==> src/rtl/core/mabr_pkg.sv <==
// ----------------------------------------------------------------------------
// mabr_pkg
// Shared sizes, types and the arctangent table for the minimum-area
// enclosing rectangle block.
// ----------------------------------------------------------------------------
package mabr_pkg;

   localparam int MAX_POINTS   = 64;
   localparam int COORD_BITS   = 24;
   localparam int CNT_BITS     = $clog2(MAX_POINTS + 1);
   localparam int IDX_BITS     = $clog2(MAX_POINTS);

   // fixed-point scaling of the edge vector and of the direction quotient
   localparam int PRE_SH       = 40 - COORD_BITS;
   localparam int DIR_SH       = 54 - COORD_BITS;

   localparam int DIFF_W       = COORD_BITS + 1;
   localparam int LEN_W        = DIFF_W + PRE_SH + 3;
   localparam int DIR_W        = 16;
   localparam int ANG_W        = 17;
   localparam int ANGLE_W      = 16;
   localparam int PROJ_W       = COORD_BITS + DIR_W + 1;
   localparam int SPAN_W       = PROJ_W + 1;
   localparam int EXT_SH       = 14;
   localparam int EXT_W        = 25;
   localparam int AREA_W       = 52;
   localparam int PROD_W       = PROJ_W + DIR_W;
   localparam int CRN_SH       = 28;
   localparam int CRN_W        = PROD_W + 1 - CRN_SH;
   localparam int ORG_W        = 25;
   localparam int BOX_W        = 26;

   localparam int CORDIC_STEPS = 15;
   localparam int STEP_BITS    = 4;
   localparam int KINV_Q16     = 39797;

   localparam int QUO_W        = 16;
   localparam int QCNT_BITS    = $clog2(QUO_W);
   localparam int NUM_W        = DIFF_W + DIR_SH + 2;
   localparam int REM_W        = LEN_W + QUO_W + 1;

   localparam logic signed [ANG_W-1:0] ANG_PI  = 17'sd32768;
   localparam logic [QUO_W-1:0]        DIR_ONE = 16'd16384;

   typedef struct packed {
      logic signed [COORD_BITS-1:0] x;
      logic signed [COORD_BITS-1:0] y;
   } point_type;

   typedef struct packed {
      logic load;
      logic shift;
   } cell_ctrl_type;

   // rounded atan(2^-s) in units of pi/32768
   function automatic logic signed [ANG_W-1:0] atan_step(input logic [STEP_BITS-1:0] s);
      logic signed [ANG_W-1:0] r;
      case (s)
         4'd0:    r = 17'sd8192;
         4'd1:    r = 17'sd4836;
         4'd2:    r = 17'sd2555;
         4'd3:    r = 17'sd1297;
         4'd4:    r = 17'sd651;
         4'd5:    r = 17'sd326;
         4'd6:    r = 17'sd163;
         4'd7:    r = 17'sd81;
         4'd8:    r = 17'sd41;
         4'd9:    r = 17'sd20;
         4'd10:   r = 17'sd10;
         4'd11:   r = 17'sd5;
         4'd12:   r = 17'sd3;
         4'd13:   r = 17'sd1;
         4'd14:   r = 17'sd1;
         default: r = 17'sd0;
      endcase
      return r;
   endfunction

endpackage

==> src/rtl/core/mabr_cell.sv <==
// ----------------------------------------------------------------------------
// mabr_cell
// One vertex cell of the rotating vertex ring: loads a new vertex or takes
// the vertex of its neighbor.
// ----------------------------------------------------------------------------
module mabr_cell (
   input  logic                    clock,
   input  mabr_pkg::cell_ctrl_type ctrl,
   input  mabr_pkg::point_type     load_pt,
   input  mabr_pkg::point_type     nbr_pt,
   output mabr_pkg::point_type     pt
);
   import mabr_pkg::*;

   point_type pt_ff, pt_in;

   // load has priority, otherwise advance from the neighbor
   always_comb begin
      pt_in = pt_ff;
      if (ctrl.load) begin
         pt_in = load_pt;
      end else if (ctrl.shift) begin
         pt_in = nbr_pt;
      end
   end

   always_ff @(posedge clock) begin
      pt_ff <= pt_in;
   end

   assign pt = pt_ff;

endmodule

==> config.mk <==
export PLATFORM = sky130hd
export DESIGN_NAME = mabr_cell
export DESIGN_NICKNAME = d
export VERILOG_FILES = /design/src/rtl/core/mabr_pkg.sv /design/src/rtl/core/mabr_cell.sv
export SDC_FILE = /design/constraint.sdc
export NUM_CORES = 1
export LEC_CHECK = 0
export ABC_AREA = 1
export ABC_CLOCK_PERIOD_IN_PS = 1950
export BUFFER_PORTS_ARGS = -buffer_cell sky130_fd_sc_hd__buf_2
export CAP_MARGIN = 20
export CORE_ASPECT_RATIO = 0.6
export CORE_MARGIN = 2
export CORE_UTILIZATION = 30
export CTS_BUF_LIST = sky130_fd_sc_hd__clkbuf_8 sky130_fd_sc_hd__clkbuf_16
export DETAILED_ROUTE_END_ITERATION = 8
export GPL_ROUTABILITY_DRIVEN = 0
export HOLD_SLACK_MARGIN = 0.15
export MAX_ROUTING_LAYER = met4
export SYNTH_ARGS = -nofsm -noshare
export SYNTH_HDL_FRONTEND = slang
export SYNTH_SLANG_ARGS = --single-unit
==> constraint.sdc <==
create_clock -name clock -period 1.95 [get_ports clock]
set_input_delay 0.0975 -clock clock [delete_from_list [all_inputs] [get_ports clock]]
set_output_delay 0.0975 -clock clock [all_outputs]
set_load 0.03 [all_outputs]
==> Yosys cells after proc, flatten, opt, wreduce, memory -nomap -nowiden <==
Cells that the tools add are included.
{ "totals": {"mem_bits_ro": 0, "in_bits": 99, "regBits": 48, "ram_bits": 0, "elab_cells": 5, "latchBits": 0, "n_memories": 0, "output_inout_bits": 48} }
{ "op_classes": {"shifts": 0, "n_addsub": 0, "n_reduce_logical": 1, "eq_ne": 0, "multipliers": 0, "muxes": 2, "order_cmp": 0, "n_bitwise": 0, "div": 0} }
{ "ops": {"columns": ["op", "n"], "rows": [
  ["2-to-1 mux 48 bit", 2],
  ["nonzero test 2 bit", 1]
]} }

==> Longest topological paths before layout <==
Gate-level depths: netlist of run 1.
{ "depth": {"depth_word": 2, "ltp_mapped": 6, "ltp_nobuf": 3} }

==> Worst setup path before layout of run 1 <==
Ideal clock, no wire load.
{ "synth_path": {"kind": "input -> register", "start": "input port ctrl[1] (netlist bit)", "end": "register pt_ff, in the netlist pt[0], enable pin", "setup_time_ns": 0.408, "required_time_ns": 1.542, "path_slack_ns": 0.097, "stages": 3, "arrival_time_ns": 1.445, "n_path_buf": 2, "path_cell_list": "buf_2 -> buf_6 -> or2_1"} }
{ "synth_between": {"elab_chain_len": 1} }
{ "synth_rtl": {"columns": ["item", "line", "source"], "rows": [
  ["start: declaration", "mabr_cell.sv:8", "input mabr_pkg::cell_ctrl_type ctrl,"],
  ["nonzero test 2 bit (no line)", null, null],
  ["end signal: assignment", "mabr_cell.sv:28", "pt_ff <= pt_in;"],
  ["end: declaration", "mabr_cell.sv:15", "point_type pt_ff, pt_in;"]
]} }
No other way between the ends.
A chain may end at the register's enable or synchronous reset.

==> flow_summary.ini, run 1 <==
[layout]
fill_cells = 598
antennaDiodeCount = 0
final_net_count = 545
synthToLayoutAreaGrowth_pct = 91.8
drive_gt1_share_pct = 35.3
largest_reg_flops = 48

[status]
status = finished, final reports clean

[synth]
synth-seq-area-share_pct = 69.5
async_flop_share_pct = 0
ys_top_cells_by_area = edfxtp_1, nand2_1, buf_6, buf_2, buf_4
synth_commonest_cells = nand2_1, edfxtp_1, buf_2
synthCells = 205
synth_flop_cell = edfxtp_1
yosysUniqueCellTypes = 7
synth_top_family_by_area = simple AND/OR/NAND/NOR gates
avgSynthCellArea_um2 = 10.1
synthAdderAreaFrac_pct = 0
synth-warning-count = 0
ys_seq_elements = 48
synth_compound_area_share_pct = 0
synth_edf_count = 48
synth_top_area_cell = edfxtp_1
synth_area_mm2 = 0.00207
synth.top_cell.area_share_pct = 69.5
synth-xor-area-share_pct = 0
syn_nets = 304
synth-simple-area-share_pct = 26.4
synthMuxAreaShare_pct = 0
yosysMostFrequentCell = nand2_1

[timing]
worstMarginPinSlew_ns = 0.777
setup_tns_ns = 0
hold_violations = 0
max-slew-margin-rel_pct = 48.1
post-route-period-util_pct = 79.7
fmax_mhz = 643
setup_viol_count_final = 0
fin_crit_ns = 1.55
slew_violations = 0
hold_ws_ns = 0.488
fin_ws_ns = 0.396
rsz0062_at_grt = false

[worst_hold_path]
hp-class = in2reg
min_from = ctrl[0]

[route]
drt-vias-per-instance = 4.20
drtAntennaViolNets = 0
drt_first_pass_iters = 6
routed_wl_um = 6310
post_drt_wl_per_cell_um = 11.8
drc = 0
drt_iter0_markers = 131
via_count = 2244

[clock_network]
clk_pin_slew_ns = 0.06
cts-resized-gates = 0
clock_path_buffers = 2
clock_sink_count = 48
cts_root_buffer = clkbuf_16
cts_hold_buffers = 96
h-tree-depth = 2
cts_buffers = 5
post_cts_buffers = 0
cts_tree = built

[grt]
grt_pass1_vias = 2200
grt_pass1_wl_um = 9810
grt_max_degree = 49
grt_usage_pct = 17.0
antenna_found_initial = 0
grt.overflow.total = 0

[critical_path]
end_kind = flop
cp_slowest_cell = inv_2
cp.arrival_ns = 1.70
path_cells = buf_2, inv_2, nand2_1, nand2_1, dlygate4sd3_1
path_buf_inv = 3
start_kind = input port
cpPeakStageDelay_ns = 0.60
crit_start = ctrl[1]
cp_max_fo = 48
required_ns = 2.09
worst-setup-path-type = in2reg
cp_common_cell = nand2_1
cp_top_family = buffers and inverters

[floorplan]
pin_count = 147
rows = 23
initial_utilization_pct = 31.1
die_h_um = 68.4
die_area_mm2 = 0.00762
core_area_mm2 = 0.00668
die_width_um = 111

[place]
port_buffers = 146
place_ws_ns = 0.676
dp_hpwl_um = 3830

[pwr]
ir_drop_mv = 0.448
leakage_uw = 0.00202
cellPowerDensity_mw_per_mm2 = 755

[flow_run]
max-cap-violations = 0
==> metal layers <==
layer,share of wire [%],vias to the layer above,GRT usage [%]
met5,0,-,-
met4,0.78,0,4.17
met3,7.6,7,4.69
met2,50,96,30.9
met1,42,1007,19.1
li1,-,1134,-
==> final timing paths <==
kind,endpoint,slack [ns],cells after the start
setup / recovery,pt[1],0.40,5
hold / removal,pt[3],0.49,3
==> power by group <==
part	total (uW)	switching [uW]	internal, uW
clock	947	349	598
combinational	762	425	338
sequential	1290	27.4	1270
total	3000	802	2200
==> layout make-up <==
type	count	area (um^2)	share of cell area, %
timing repair buffer	245	1710	43.1
sequential	48	1440	36.2
clock buffer	5	125	3.14
multi-input combinational	145	547	13.7
tap	87	109	2.74
inverter	1	3.75	0.0943
clock inverter	3	38.8	0.975
==> per-stage QoR <==
stage	util (%)	area, um^2	total power [uW]	instances
detailed placement	42.7	2850	1890	430
CTS	59.6	3980	3020	534
finish	59.6	3980	3000	534
floorplan	-	2070	1670	205
global placement	42.7	2850	1890	430
global route	59.6	3980	3130	534
==> placed cells by master (no fill, tap or decap), drive strengths merged <==
cell and instances:
bufinv 1, or2 1, buf 149, dlygate4sd3 96, inv 2, nand2 144, clkinv 1, clkbuf 5
edfxtp 48
==> logic make-up (layout without fill, tap and decap cells) <==
logic type	after synthesis	after routing
buf+inv	12	254
simple gates	145	145
flops	48	48
Note: power is estimated with default switching activity, not from simulation.
==> run 2, diff against run 1 <==
Settings changed: ABC_CLOCK_PERIOD_IN_PS 1950 to 1460.
Clock period 1.95 ns to 1.46 ns, I/O delays scaled along.
==> run 2 against run 1 <==
Against the previous run:
- wire length rose by 12%
- die area unchanged
- critical path depth is 2 lower
- clock-buffer cell count is the same
- cell count is 0.19% lower
- sequential share of layout area is 0.29 points higher
- combinational power rose by 30%
- total power grew 26%
- via count grew 3.7%
- utilization shrank 0.47 points
- clock power increased by 11%
- critical path type unchanged
- critical endpoint is now pt[47]
- largest cell class unchanged
- largest power group unchanged
==> flow_summary.ini, run 2 (synthesis gave the netlist of run 1 again) <==
[timing]
fin_crit_ns = 0.970
post-route-period-util_pct = 66.4
setup_tns_ns = 0
worstMarginPinSlew_ns = 0.786
slew_violations = 0
hold_violations = 0
max-slew-margin-rel_pct = 47.5
setup_viol_count_final = 0
fmax_mhz = 1030
rsz0062_at_grt = false

[critical_path]
required_ns = 1.38
crit_start = ctrl[1]
cp_max_fo = 36
cp.depth = 3
end_kind = flop
cp_top_family = buffers and inverters
worst-setup-path-type = in2reg
cp.arrival_ns = 0.89
cpPeakStageDelay_ns = 0.40
path_cells = buf_2, or2_2, buf_4
crit_end = pt[47]
path_buf_inv = 2
start_kind = input port
cp_slowest_cell = buf_4

[layout]
final_net_count = 545
largest_reg_flops = 48
post-route-util_pct = 59.1
synthToLayoutAreaGrowth_pct = 90.3
drive_gt1_share_pct = 35.0
mostFrequentLayoutCell = buf_2
layout_common_cells = buf_2, nand2_1, dlygate4sd3_1, edfxtp_1, clkbuf_16
antennaDiodeCount = 0

[pwr]
swShare_pct = 28.0
p_int_uw = 2720
clock_power_share_pct = 27.9
leakage_uw = 0.00198
p_comb_share_pct = 26.2
ir_drop_mv = 0.446
pwr-share-seq_pct = 45.9
cellPowerDensity_mw_per_mm2 = 956
power_uw = 3770
switching_power_uw = 1060

[floorplan]
die_area_mm2 = 0.00762
pin_count = 147
rows = 23
die_width_um = 111
die_h_um = 68.4
core_area_mm2 = 0.00668
initial_utilization_pct = 31.1

[route]
drtAntennaViolNets = 0
wl_met3_um = 700
route.top_layer_used = met4
wl_met1_um = 3060
drt-vias-per-instance = 4.36
via_count = 2326
post_drt_wl_per_cell_um = 13.3
drt_first_pass_iters = 4
wl_met2_um = 3250
drt_iter0_markers = 121
drc = 0
routed_wl_um = 7100

[grt]
grt.overflow.total = 0
antenna_found_initial = 0
grt_max_degree = 49
grt_pass1_vias = 2277
grt_usage_pct = 18.8
grt_pass1_wl_um = 10700

[status]
status = finished, final reports clean

[clock_network]
cts_root_buffer = clkbuf_16
clock_sink_count = 48
cts_tree = built
cts-resized-gates = 0
cts_hold_buffers = 96
cts_buffers = 5
post_cts_buffers = 0
clock_path_buffers = 2
clk_pin_slew_ns = 0.06
h-tree-depth = 2

[place]
port_buffers = 146
dp_hpwl_um = 4010

[flow_run]
max-cap-violations = 0

[worst_hold_path]
hp-class = in2reg
-- run 2: worst min path at each step --
stage          slack [ns]     end  cells after the start       start
3_3_place_gp         0.34   pt[1]                      3   nbr_pt[1]
4_1_cts              0.25  pt[39]                      3     ctrl[1]
5_1_grt              0.29  pt[37]                      3     ctrl[1]
2_1_floorplan        0.25   pt[0]                      2   nbr_pt[0]
3_5_place_dp         0.34  pt[33]                      3  nbr_pt[33]
6_report             0.25  pt[39]                      3     ctrl[1]
-- run 2: per-layer routing --
layer | up-vias | track usage (%)
met5 | - | -
met4 | 0 | 4.94
met3 | 10 | 5.23
met2 | 130 | 31.6
met1 | 1053 | 23.0
li1 | 1133 | -
-- run 2: per-stage QoR --
stage | cells | hold slack, ns | worst slack [ns] | instance area (um^2)
finish | 533 | 0.254 | 0.490 | 3950
global route | 533 | 0.288 | 0.397 | 3950
CTS | 533 | 0.248 | 0.476 | 3950
detailed placement | 430 | 0.340 | 0.183 | 2850
global placement | 430 | 0.339 | 0.214 | 2850
floorplan | 205 | 0.252 | 0.102 | 2070
-- run 2: cell type report --
class,instances,area [um^2]
Sequential cell,48,1440
Timing Repair Buffer,245,1710
Multi-Input combinational cell,145,547
Inverter,1,3.75
Clock buffer,5,125
Fill cell,539,2730
Tap cell,87,109
Clock inverter,2,7.51
-- run 2: power by group through the flow --
stage / Clock, uW / Sequential (uW) / Combinational [uW]
5_1_grt: 1160 / 1750 / 1050
4_1_cts: 1080 / 1730 / 972
3_3_place_gp: 0 / 1750 / 774
6_report: 1050 / 1730 / 987
2_1_floorplan: 0 / 2080 / 155
3_5_place_dp: 0 / 1760 / 775
