**src/rtl/core/mabr_pkg.sv**
```systemverilog
// ----------------------------------------------------------------------------
// mabr_pkg
// Shared sizes, types and the arctangent table for the minimum-area
// enclosing rectangle block.
// ----------------------------------------------------------------------------
package mabr_pkg;

   localparam int MAX_POINTS   = 64;
   localparam int COORD_BITS   = 24;
   localparam int CNT_BITS     = $clog2(MAX_POINTS + 1);
   localparam int IDX_BITS     = $clog2(MAX_POINTS);

   // fixed-point scaling of the edge vector and of the direction quotient
   localparam int PRE_SH       = 40 - COORD_BITS;
   localparam int DIR_SH       = 54 - COORD_BITS;

   localparam int DIFF_W       = COORD_BITS + 1;
   localparam int LEN_W        = DIFF_W + PRE_SH + 3;
   localparam int DIR_W        = 16;
   localparam int ANG_W        = 17;
   localparam int ANGLE_W      = 16;
   localparam int PROJ_W       = COORD_BITS + DIR_W + 1;
   localparam int SPAN_W       = PROJ_W + 1;
   localparam int EXT_SH       = 14;
   localparam int EXT_W        = 25;
   localparam int AREA_W       = 52;
   localparam int PROD_W       = PROJ_W + DIR_W;
   localparam int CRN_SH       = 28;
   localparam int CRN_W        = PROD_W + 1 - CRN_SH;
   localparam int ORG_W        = 25;
   localparam int BOX_W        = 26;

   localparam int CORDIC_STEPS = 15;
   localparam int STEP_BITS    = 4;
   localparam int KINV_Q16     = 39797;

   localparam int QUO_W        = 16;
   localparam int QCNT_BITS    = $clog2(QUO_W);
   localparam int NUM_W        = DIFF_W + DIR_SH + 2;
   localparam int REM_W        = LEN_W + QUO_W + 1;

   localparam logic signed [ANG_W-1:0] ANG_PI  = 17'sd32768;
   localparam logic [QUO_W-1:0]        DIR_ONE = 16'd16384;

   typedef struct packed {
      logic signed [COORD_BITS-1:0] x;
      logic signed [COORD_BITS-1:0] y;
   } point_type;

   typedef struct packed {
      logic load;
      logic shift;
   } cell_ctrl_type;

   // rounded atan(2^-s) in units of pi/32768
   function automatic logic signed [ANG_W-1:0] atan_step(input logic [STEP_BITS-1:0] s);
      logic signed [ANG_W-1:0] r;
      case (s)
         4'd0:    r = 17'sd8192;
         4'd1:    r = 17'sd4836;
         4'd2:    r = 17'sd2555;
         4'd3:    r = 17'sd1297;
         4'd4:    r = 17'sd651;
         4'd5:    r = 17'sd326;
         4'd6:    r = 17'sd163;
         4'd7:    r = 17'sd81;
         4'd8:    r = 17'sd41;
         4'd9:    r = 17'sd20;
         4'd10:   r = 17'sd10;
         4'd11:   r = 17'sd5;
         4'd12:   r = 17'sd3;
         4'd13:   r = 17'sd1;
         4'd14:   r = 17'sd1;
         default: r = 17'sd0;
      endcase
      return r;
   endfunction

endpackage

```
**src/rtl/core/mabr_cordic.sv**
```systemverilog
// ----------------------------------------------------------------------------
// mabr_cordic
// Iterative vectoring CORDIC: one rotation per cycle, then the gain
// correction multiply that gives the edge length.
// ----------------------------------------------------------------------------
module mabr_cordic (
   input  logic                                clock,
   input  logic                                reset,
   input  logic                                start,
   input  logic signed [mabr_pkg::DIFF_W-1:0]  dx,
   input  logic signed [mabr_pkg::DIFF_W-1:0]  dy,
   output logic                                done,
   output logic [mabr_pkg::LEN_W-1:0]          len,
   output logic signed [mabr_pkg::ANG_W-1:0]   angle
);
   import mabr_pkg::*;

   logic signed [LEN_W-1:0] x_ff, x_in, y_ff, y_in;
   logic signed [ANG_W-1:0] z_ff, z_in;
   logic [STEP_BITS-1:0]    step_ff, step_in;
   logic                    busy_ff, busy_in, mul_ff, mul_in, done_ff, done_in;
   logic [LEN_W-1:0]        len_ff, len_in;

   always_comb begin
      logic signed [LEN_W-1:0] x0, y0, xs, ys;
      logic [LEN_W+16:0]       rnd;
      x_in    = x_ff;
      y_in    = y_ff;
      z_in    = z_ff;
      step_in = step_ff;
      busy_in = busy_ff;
      mul_in  = 1'b0;
      done_in = 1'b0;
      len_in  = len_ff;
      x0      = LEN_W'(dx) <<< PRE_SH;
      y0      = LEN_W'(dy) <<< PRE_SH;
      xs      = x_ff >>> step_ff;
      ys      = y_ff >>> step_ff;
      rnd     = (LEN_W+17)'($unsigned(x_ff)) * (LEN_W+17)'(KINV_Q16)
                + (LEN_W+17)'(32768);
      if (start) begin
         // fold the left half plane onto the right one
         x_in    = x0;
         y_in    = y0;
         z_in    = '0;
         if (dx < 0) begin
            x_in = -x0;
            y_in = -y0;
            z_in = (dy >= 0) ? ANG_PI : -ANG_PI;
         end
         step_in = '0;
         busy_in = 1'b1;
      end else if (busy_ff) begin
         // rotate toward the x axis
         if (y_ff > 0) begin
            x_in = x_ff + ys;
            y_in = y_ff - xs;
            z_in = z_ff + atan_step(step_ff);
         end else begin
            x_in = x_ff - ys;
            y_in = y_ff + xs;
            z_in = z_ff - atan_step(step_ff);
         end
         step_in = step_ff + STEP_BITS'(1);
         if (step_ff == STEP_BITS'(CORDIC_STEPS - 1)) begin
            busy_in = 1'b0;
            mul_in  = 1'b1;
         end
      end else if (mul_ff) begin
         // remove the CORDIC gain
         len_in  = rnd[16 +: LEN_W];
         done_in = 1'b1;
      end
   end

   always_ff @(posedge clock) begin
      if (reset) begin
         busy_ff <= 1'b0;
         mul_ff  <= 1'b0;
         done_ff <= 1'b0;
      end else begin
         busy_ff <= busy_in;
         mul_ff  <= mul_in;
         done_ff <= done_in;
      end
      x_ff    <= x_in;
      y_ff    <= y_in;
      z_ff    <= z_in;
      step_ff <= step_in;
      len_ff  <= len_in;
   end

   assign done  = done_ff;
   assign len   = len_ff;
   assign angle = z_ff;

endmodule

```
**config.mk**
```make
export PLATFORM = sky130hd
export DESIGN_NAME = mabr_cordic
export DESIGN_NICKNAME = d
export VERILOG_FILES = /design/src/rtl/core/mabr_pkg.sv /design/src/rtl/core/mabr_cordic.sv
export SDC_FILE = /design/constraint.sdc
export NUM_CORES = 2
export LEC_CHECK = 0
export ABC_AREA = 0
export BUFFER_PORTS_ARGS = -buffer_cell sky130_fd_sc_hd__buf_2
export CELL_PAD_IN_SITES_DETAIL_PLACEMENT = 1
export CELL_PAD_IN_SITES_GLOBAL_PLACEMENT = 1
export CORE_MARGIN = 5
export CORE_UTILIZATION = 52
export DETAILED_ROUTE_END_ITERATION = 10
export PLACE_DENSITY = 0.94
export RECOVER_POWER = 100
export SYNTH_ARGS = -nofsm -noshare
export SYNTH_HDL_FRONTEND = slang
export SYNTH_SLANG_ARGS = --single-unit
```
**constraint.sdc**
```tcl
create_clock -name clock -period 8.3 [get_ports clock]
set_clock_uncertainty 0.15 [all_clocks]
set_input_delay 0.415 -clock clock [delete_from_list [all_inputs] [get_ports clock]]
set_output_delay 0.415 -clock clock [all_outputs]
set_load 0.02 [all_outputs]
```
After elaboration in Yosys (flattened, before gate mapping) --
Memory sizes are Yosys's and may differ from the RTL's. A register that Yosys moved wholly into a read port is not among the register bits. Cells that the tools add are included.
Word-level totals: register bits after elaboration 156, bits in read-only memories 448, memories kept 2, memory bits (writable) 0, output and inout port bits 62, latch bits 0
Operators by class: equal/unequal tests 1, muxes and demuxes 28, shifts and indexed selects 2, multipliers 1, reductions and logical operators 4, add/subtract/negate cells 10, bitwise logic cells 2, $lt $le $gt $ge 3, div/mod/pow operators 0
Memories:
- (no name shown) | words 16, width 14, rd ports 1, clocked after Yosys merged registers in 1, wr ports 0, line mabr_pkg.sv:58 | case (s)
- (no name shown) | words 16, width 14, rd ports 1, clocked after Yosys merged registers in 1, wr ports 0, line mabr_pkg.sv:58
Operators with widths (number):
- 2-to-1 mux 44 bit | 8
- 2-to-1 mux 17 bit | 11
- adder 44 bit | 2
- negator 41 -> 44 bit | 2
- >>> shifter 44 x 4 -> 44 bit | 2
- subtractor 44 bit | 2
- adder 60 x 16 -> 60 bit (second input constant) | 1
- multiplier 44 x 16 -> 60 bit (second input constant) | 1
- greater-than comparator 44 x 1 -> 1 bit (second input constant) | 1
- >= comparator 25 x 1 -> 1 bit (second input constant) | 1
- less-than comparator 25 x 1 -> 1 bit (second input constant) | 1
- adder 17 bit | 1
- subtractor 17 bit | 1
- 2-to-1 mux 4 bit | 4
- OR reduction 3 bit | 2
- 2-to-1 mux 1 bit | 5
- adder 4 x 1 -> 4 bit (second input constant) | 1
- == test 4 bit (second input constant) | 1
- AND reduction 3 bit | 1
- NOT 1 bit | 2
- nonzero test 2 bit | 1

Logic depth before layout (Yosys ltp) --
depth in word-level cells 8, gate-level depth with buffers 29, mapped depth without buffers 24

Worst setup path before layout --
No wires, ideal clock.
path type flip-flop to flip-flop, start reg x_ff[11], end reg len_ff[42] (netlist: len[42]) (data pin), stages on the path, launching flop included 21, clock period less this slack 6778 ps, library setup time 256 ps, buffers on the path 0, arrival 6372 ps, slack 1522 ps, cells stage by stage edfxtp_1 > inv_1 > fa_1 > fa_1 > inv_1 > fa_1 > fa_1 > fa_1 > inv_1 > fa_1 > inv_1 > ha_1 > and4_1 > a221o_1 > a221o_1 > o21ai_0 > a211oi_1 > o211ai_1 > nand2_1 > or4b_2 > o211a_1
Between the ends: word-level cells in the longest chain between the ends 2
RTL lines:
- from (decl) | line mabr_cordic.sv:18 | logic signed [LEN_W-1:0] x_ff, x_in, y_ff, y_in;
- from (signal assigned) | line mabr_cordic.sv:86 | x_ff <= x_in;
- multiplier 44 x 16 -> 60 bit | line mabr_cordic.sv:39 | rnd = (LEN_W+17)'($unsigned(x_ff)) * (LEN_W+17)'(KINV_Q16)
- adder 60 x 16 -> 60 bit | line mabr_cordic.sv:40 | + (LEN_W+17)'(32768);
- to (signal assigned) | line mabr_cordic.sv:90 | len_ff <= len_in;
- to (decl) | line mabr_cordic.sv:22 | logic [LEN_W-1:0] len_ff, len_in;
No other way between the ends. A chain may end at the register's enable or synchronous reset.

Worst setup path after layout --
start reg step_ff[1], end reg x_ff[40] (data pin)
Between the ends: word-level cells in the longest chain between the ends 5, elaborated cells on any way between the ends 6, classes of those cells 2 x add/sub; 1 x shift; 3 x mux
RTL lines:
- from (decl) | line mabr_cordic.sv:20 | logic [STEP_BITS-1:0] step_ff, step_in;
- from (signal assigned) | line mabr_cordic.sv:89 | step_ff <= step_in;
- >>> shifter 44 x 4 -> 44 bit * | line mabr_cordic.sv:38 | ys = y_ff >>> step_ff;
- subtractor 44 bit / adder 44 bit (equally long branches) | line mabr_cordic.sv:60, mabr_cordic.sv:56
- 2-to-1 mux 44 bit * | line mabr_cordic.sv:55 | if (y_ff > 0) begin
- 2-to-1 mux 44 bit * | line mabr_cordic.sv:53 | end else if (busy_ff) begin
- 2-to-1 mux 44 bit * | line mabr_cordic.sv:41 | if (start) begin
- net x_in[40] | line mabr_cordic.sv:18
Mark *: on every way through the listed nets, which the timed path passes. The rest lies on a longest branch. The select of a mux whose other input is x is not followed.

==> results.sh <==
export IMPL_dr_total_vias=29493
export IMPL_violations="max-capacitance violations, max-slew violations"
export IMPL_drt_met1_wl_mm=42.7
export IMPL_holdCritStartpoint="start"
export IMPL_synth_area_leaders="fa_1 (20%), ha_1 (14%), edfxtp_1 (14%)"
export IMPL_cts_sinks=170
export IMPL_routabilityCongestion=0.925
export IMPL_grt_pass1_wl_mm=196
export IMPL_grt_ovfl_total=0
export IMPL_rr_endpoint="x_ff[40]"
export IMPL_arrival_ps=8410
export IMPL_met2_length_mm=58.3
export IMPL_finalWorstSetupSlack_ps=54.0
export IMPL_grt_pass1_vias=32732
export IMPL_yosys_area_top_type_share=0.201
export IMPL_cts_buffer_depth=2
export IMPL_hold_end="step_ff[0]"
export IMPL_ys_seq_area_frac=0.154
export IMPL_start_util=0.526
export IMPL_top_layer_used="met5"
export IMPL_hold_depth=2
export IMPL_cts_tree="yes"
export IMPL_startpoint_type="flop"
export IMPL_synthTopCellsByCount="inv_1 (435), ha_1 (363), fa_1 (319), nand2_1 (213), nor2_1 (196)"
export IMPL_synth_seq_cells=170
export IMPL_postSynthAreaPerCell_um2=9.71
export IMPL_drc=0
export IMPL_end_kind="flop"
export IMPL_via_per_inst=7.08
export IMPL_synth_edf_count=149
export IMPL_required_ps=8460
export IMPL_setup_viol=0
export IMPL_post_place_ws_ps=555
export IMPL_port_buffer_count=114
export IMPL_cts_root_buf="clkbuf_16"
export IMPL_wl_per_cell_um=30.7
export IMPL_max_slew_worst_pin_slew_ps=4480
export IMPL_syn2layout_area_growth_pct=6.10
export IMPL_layoutNonFillerInstCount=4163
export IMPL_relSlewSlack=-1.99
export IMPL_place_inst=4120
export IMPL_rows=90
export IMPL_hp_class="in -> reg"
export IMPL_die_area_um2=66200
export IMPL_post_synth_top_area_cell="fa_1"
export IMPL_dr_wl_met3_mm=14.1
export IMPL_synth_distinct_cells=89
export IMPL_path_class="reg -> reg"
export IMPL_fin_crit_sh=0.993
export IMPL_maxCapViolCount=3
export IMPL_routed_wl_mm=128
export IMPL_synthCells=3273
export IMPL_die_y_um=257
export IMPL_r2r_start="step_ff[1]"
export IMPL_num_nets_final=4093
export IMPL_syn_num_nets=4008
export IMPL_die_x_um=257
export IMPL_setup_tns_ps=0
export IMPL_reg2reg_slack_ps=50
export IMPL_h_tree_depth=4
export IMPL_cts_buffers=17
export IMPL_yosysMostFrequentCell="inv_1"
export IMPL_reg2reg_depth=19
export IMPL_worstPathMaxFanout=61
export IMPL_insertion_delay_ps=540
export IMPL_core_um2=60500
export IMPL_cts_clk_slew_worst_paths_ps=80
export IMPL_rsz0062_at_grt="no"
export IMPL_slew_viol_final=176
export IMPL_grt_max_degree=79
export IMPL_ioPinCount=115
export IMPL_dp_hpwl_mm=89.1
export IMPL_grtUsageTotal=0.382
export IMPL_placed_cell_area_um2=33200
export IMPL_outcome="complete, but fails checks"
export IMPL_fin_area_um2=33700
export IMPL_syn_area_um2=31800
export IMPL_first_pass_iters=9
export IMPL_drive_gt1_frac=0.0911
export IMPL_fmax_mhz=121
export IMPL_drt_iter0_drc=4081
export IMPL_ys_async_sr_fraction=0
export IMPL_yosysWarningCount=0
export IMPL_ant_nets=0
export IMPL_dominantRegCellSynth="edfxtp_1"
export IMPL_layout_min_cycle_time_ps=8250
export IMPL_hold_viol_final=0
export IMPL_antenna_found_initial=13
-- cell type report --
class	count	area (um2)
Fill cell	6760	26700
Multi-Input combinational cell	2556	24700
Sequential cell	170	4910
Inverter	437	1640
Tap cell	782	978
Timing Repair Buffer	176	938
Clock buffer	18	450
Clock inverter	14	143
Antenna cell	10	25.0
-- repair_timing --
item                       in CTS  in global routing
setup endpoints to repair       0                  5
setup buffers                   0                  0
resized for setup               0                  1
hold buffers                    1                  0
hold endpoints to repair        3                  0
-- through the flow --
| stage | utilization | hold slack [ps] |
|---|---|---|
| final | 0.558 | 144 |
| after global routing | 0.558 | 178 |
| after floorplan | - | 272 |
| after CTS | 0.559 | 130 |
| after detailed placement | 0.549 | 394 |
| after global placement | 0.549 | 361 |
-- state kept, by name, indices dropped and copies added, names as in the netlist, named ones only --
| register | cells |
|---|---|
| step_ff | 4 |
| mul_ff | 1 |
| done | 1 |
| len | 44 |
| angle | 17 |
| busy_ff | 1 |
| y_ff | 44 |
| x_ff | 44 |
-- layout by cell type, fill, tap and decap left out, types with 20 or more instances in the layout --
cell	instances
nand2_1	213
inv_1	435
clkbuf_1	68
a21o_1	73
edfxtp_1	149
o21bai_1	21
mux4_2	88
o211ai_1	22
ha_1	363
xnor2_1	170
buf_4	55
or3_1	20
fa_1	319
xor2_1	107
nor2_1	193
a21oi_1	177
mux2i_1	58
o21ai_0	184
nand2b_1	23
o21a_1	24
a211oi_1	35
mux2_2	35
nand4_1	24
nor2b_1	25
buf_2	51
nor3_1	44
o31ai_1	38
nand3_1	47
-- worst max-delay path, cell delays in order (launching register included) --
cell	delay, ps
dfxtp_4	980
buf_4	540
mux4_2	640
mux4_2	580
nor4_4	490
nand4_1	300
nor3_1	500
nand3_1	370
nand2_1	250
xnor2_1	160
ha_1	330
nor2b_1	190
o21ai_0	370
nand2b_1	230
a21o_1	230
a41o_1	260
o31ai_2	590
o31ai_1	240
xnor2_1	180
o21ai_0	320
-- layer usage --
| metal | vias up | global-route usage |
|---|---|---|
| met4 | 12 | 0.300 |
| met1 | 14285 | 0.424 |
| met3 | 1053 | 0.121 |
| li1 | 11718 | - |
| met5 | - | 0.00512 |
| met2 | 2425 | 0.609 |
-- worst max-delay path by stage --
stage / end / depth (start not counted) / from
floorplan: len[42] / 20 / x_ff[11]
global placement: len[40] / 23 / x_ff[11]
detailed placement: len[39] / 23 / x_ff[11]
CTS: x_ff[40] / 19 / step_ff[1]
global route: len[37] / 24 / x_ff[5]
finish: x_ff[40] / 19 / step_ff[1]
-- logic make-up (layout without fill, tap and decap cells) --
kind of cell / Yosys count / in the layout / synth area share
AOI/OAI and AO/OA: 683 / 683 / 0.136
xor gates and xnor gates: 277 / 277 / 0.0763
adders and majority gates: 682 / 682 / 0.344
buffers and inverters: 547 / 645 / 0.0714
DFF: 170 / 170 / 0.154
muxes: 201 / 201 / 0.109
other: 0 / 10 / 0
and+or+nand+nor: 713 / 713 / 0.109
Power is left out: the tool's default activity adds up to more than one toggle a clock period on the data nets, which glitch-free logic cannot reach.
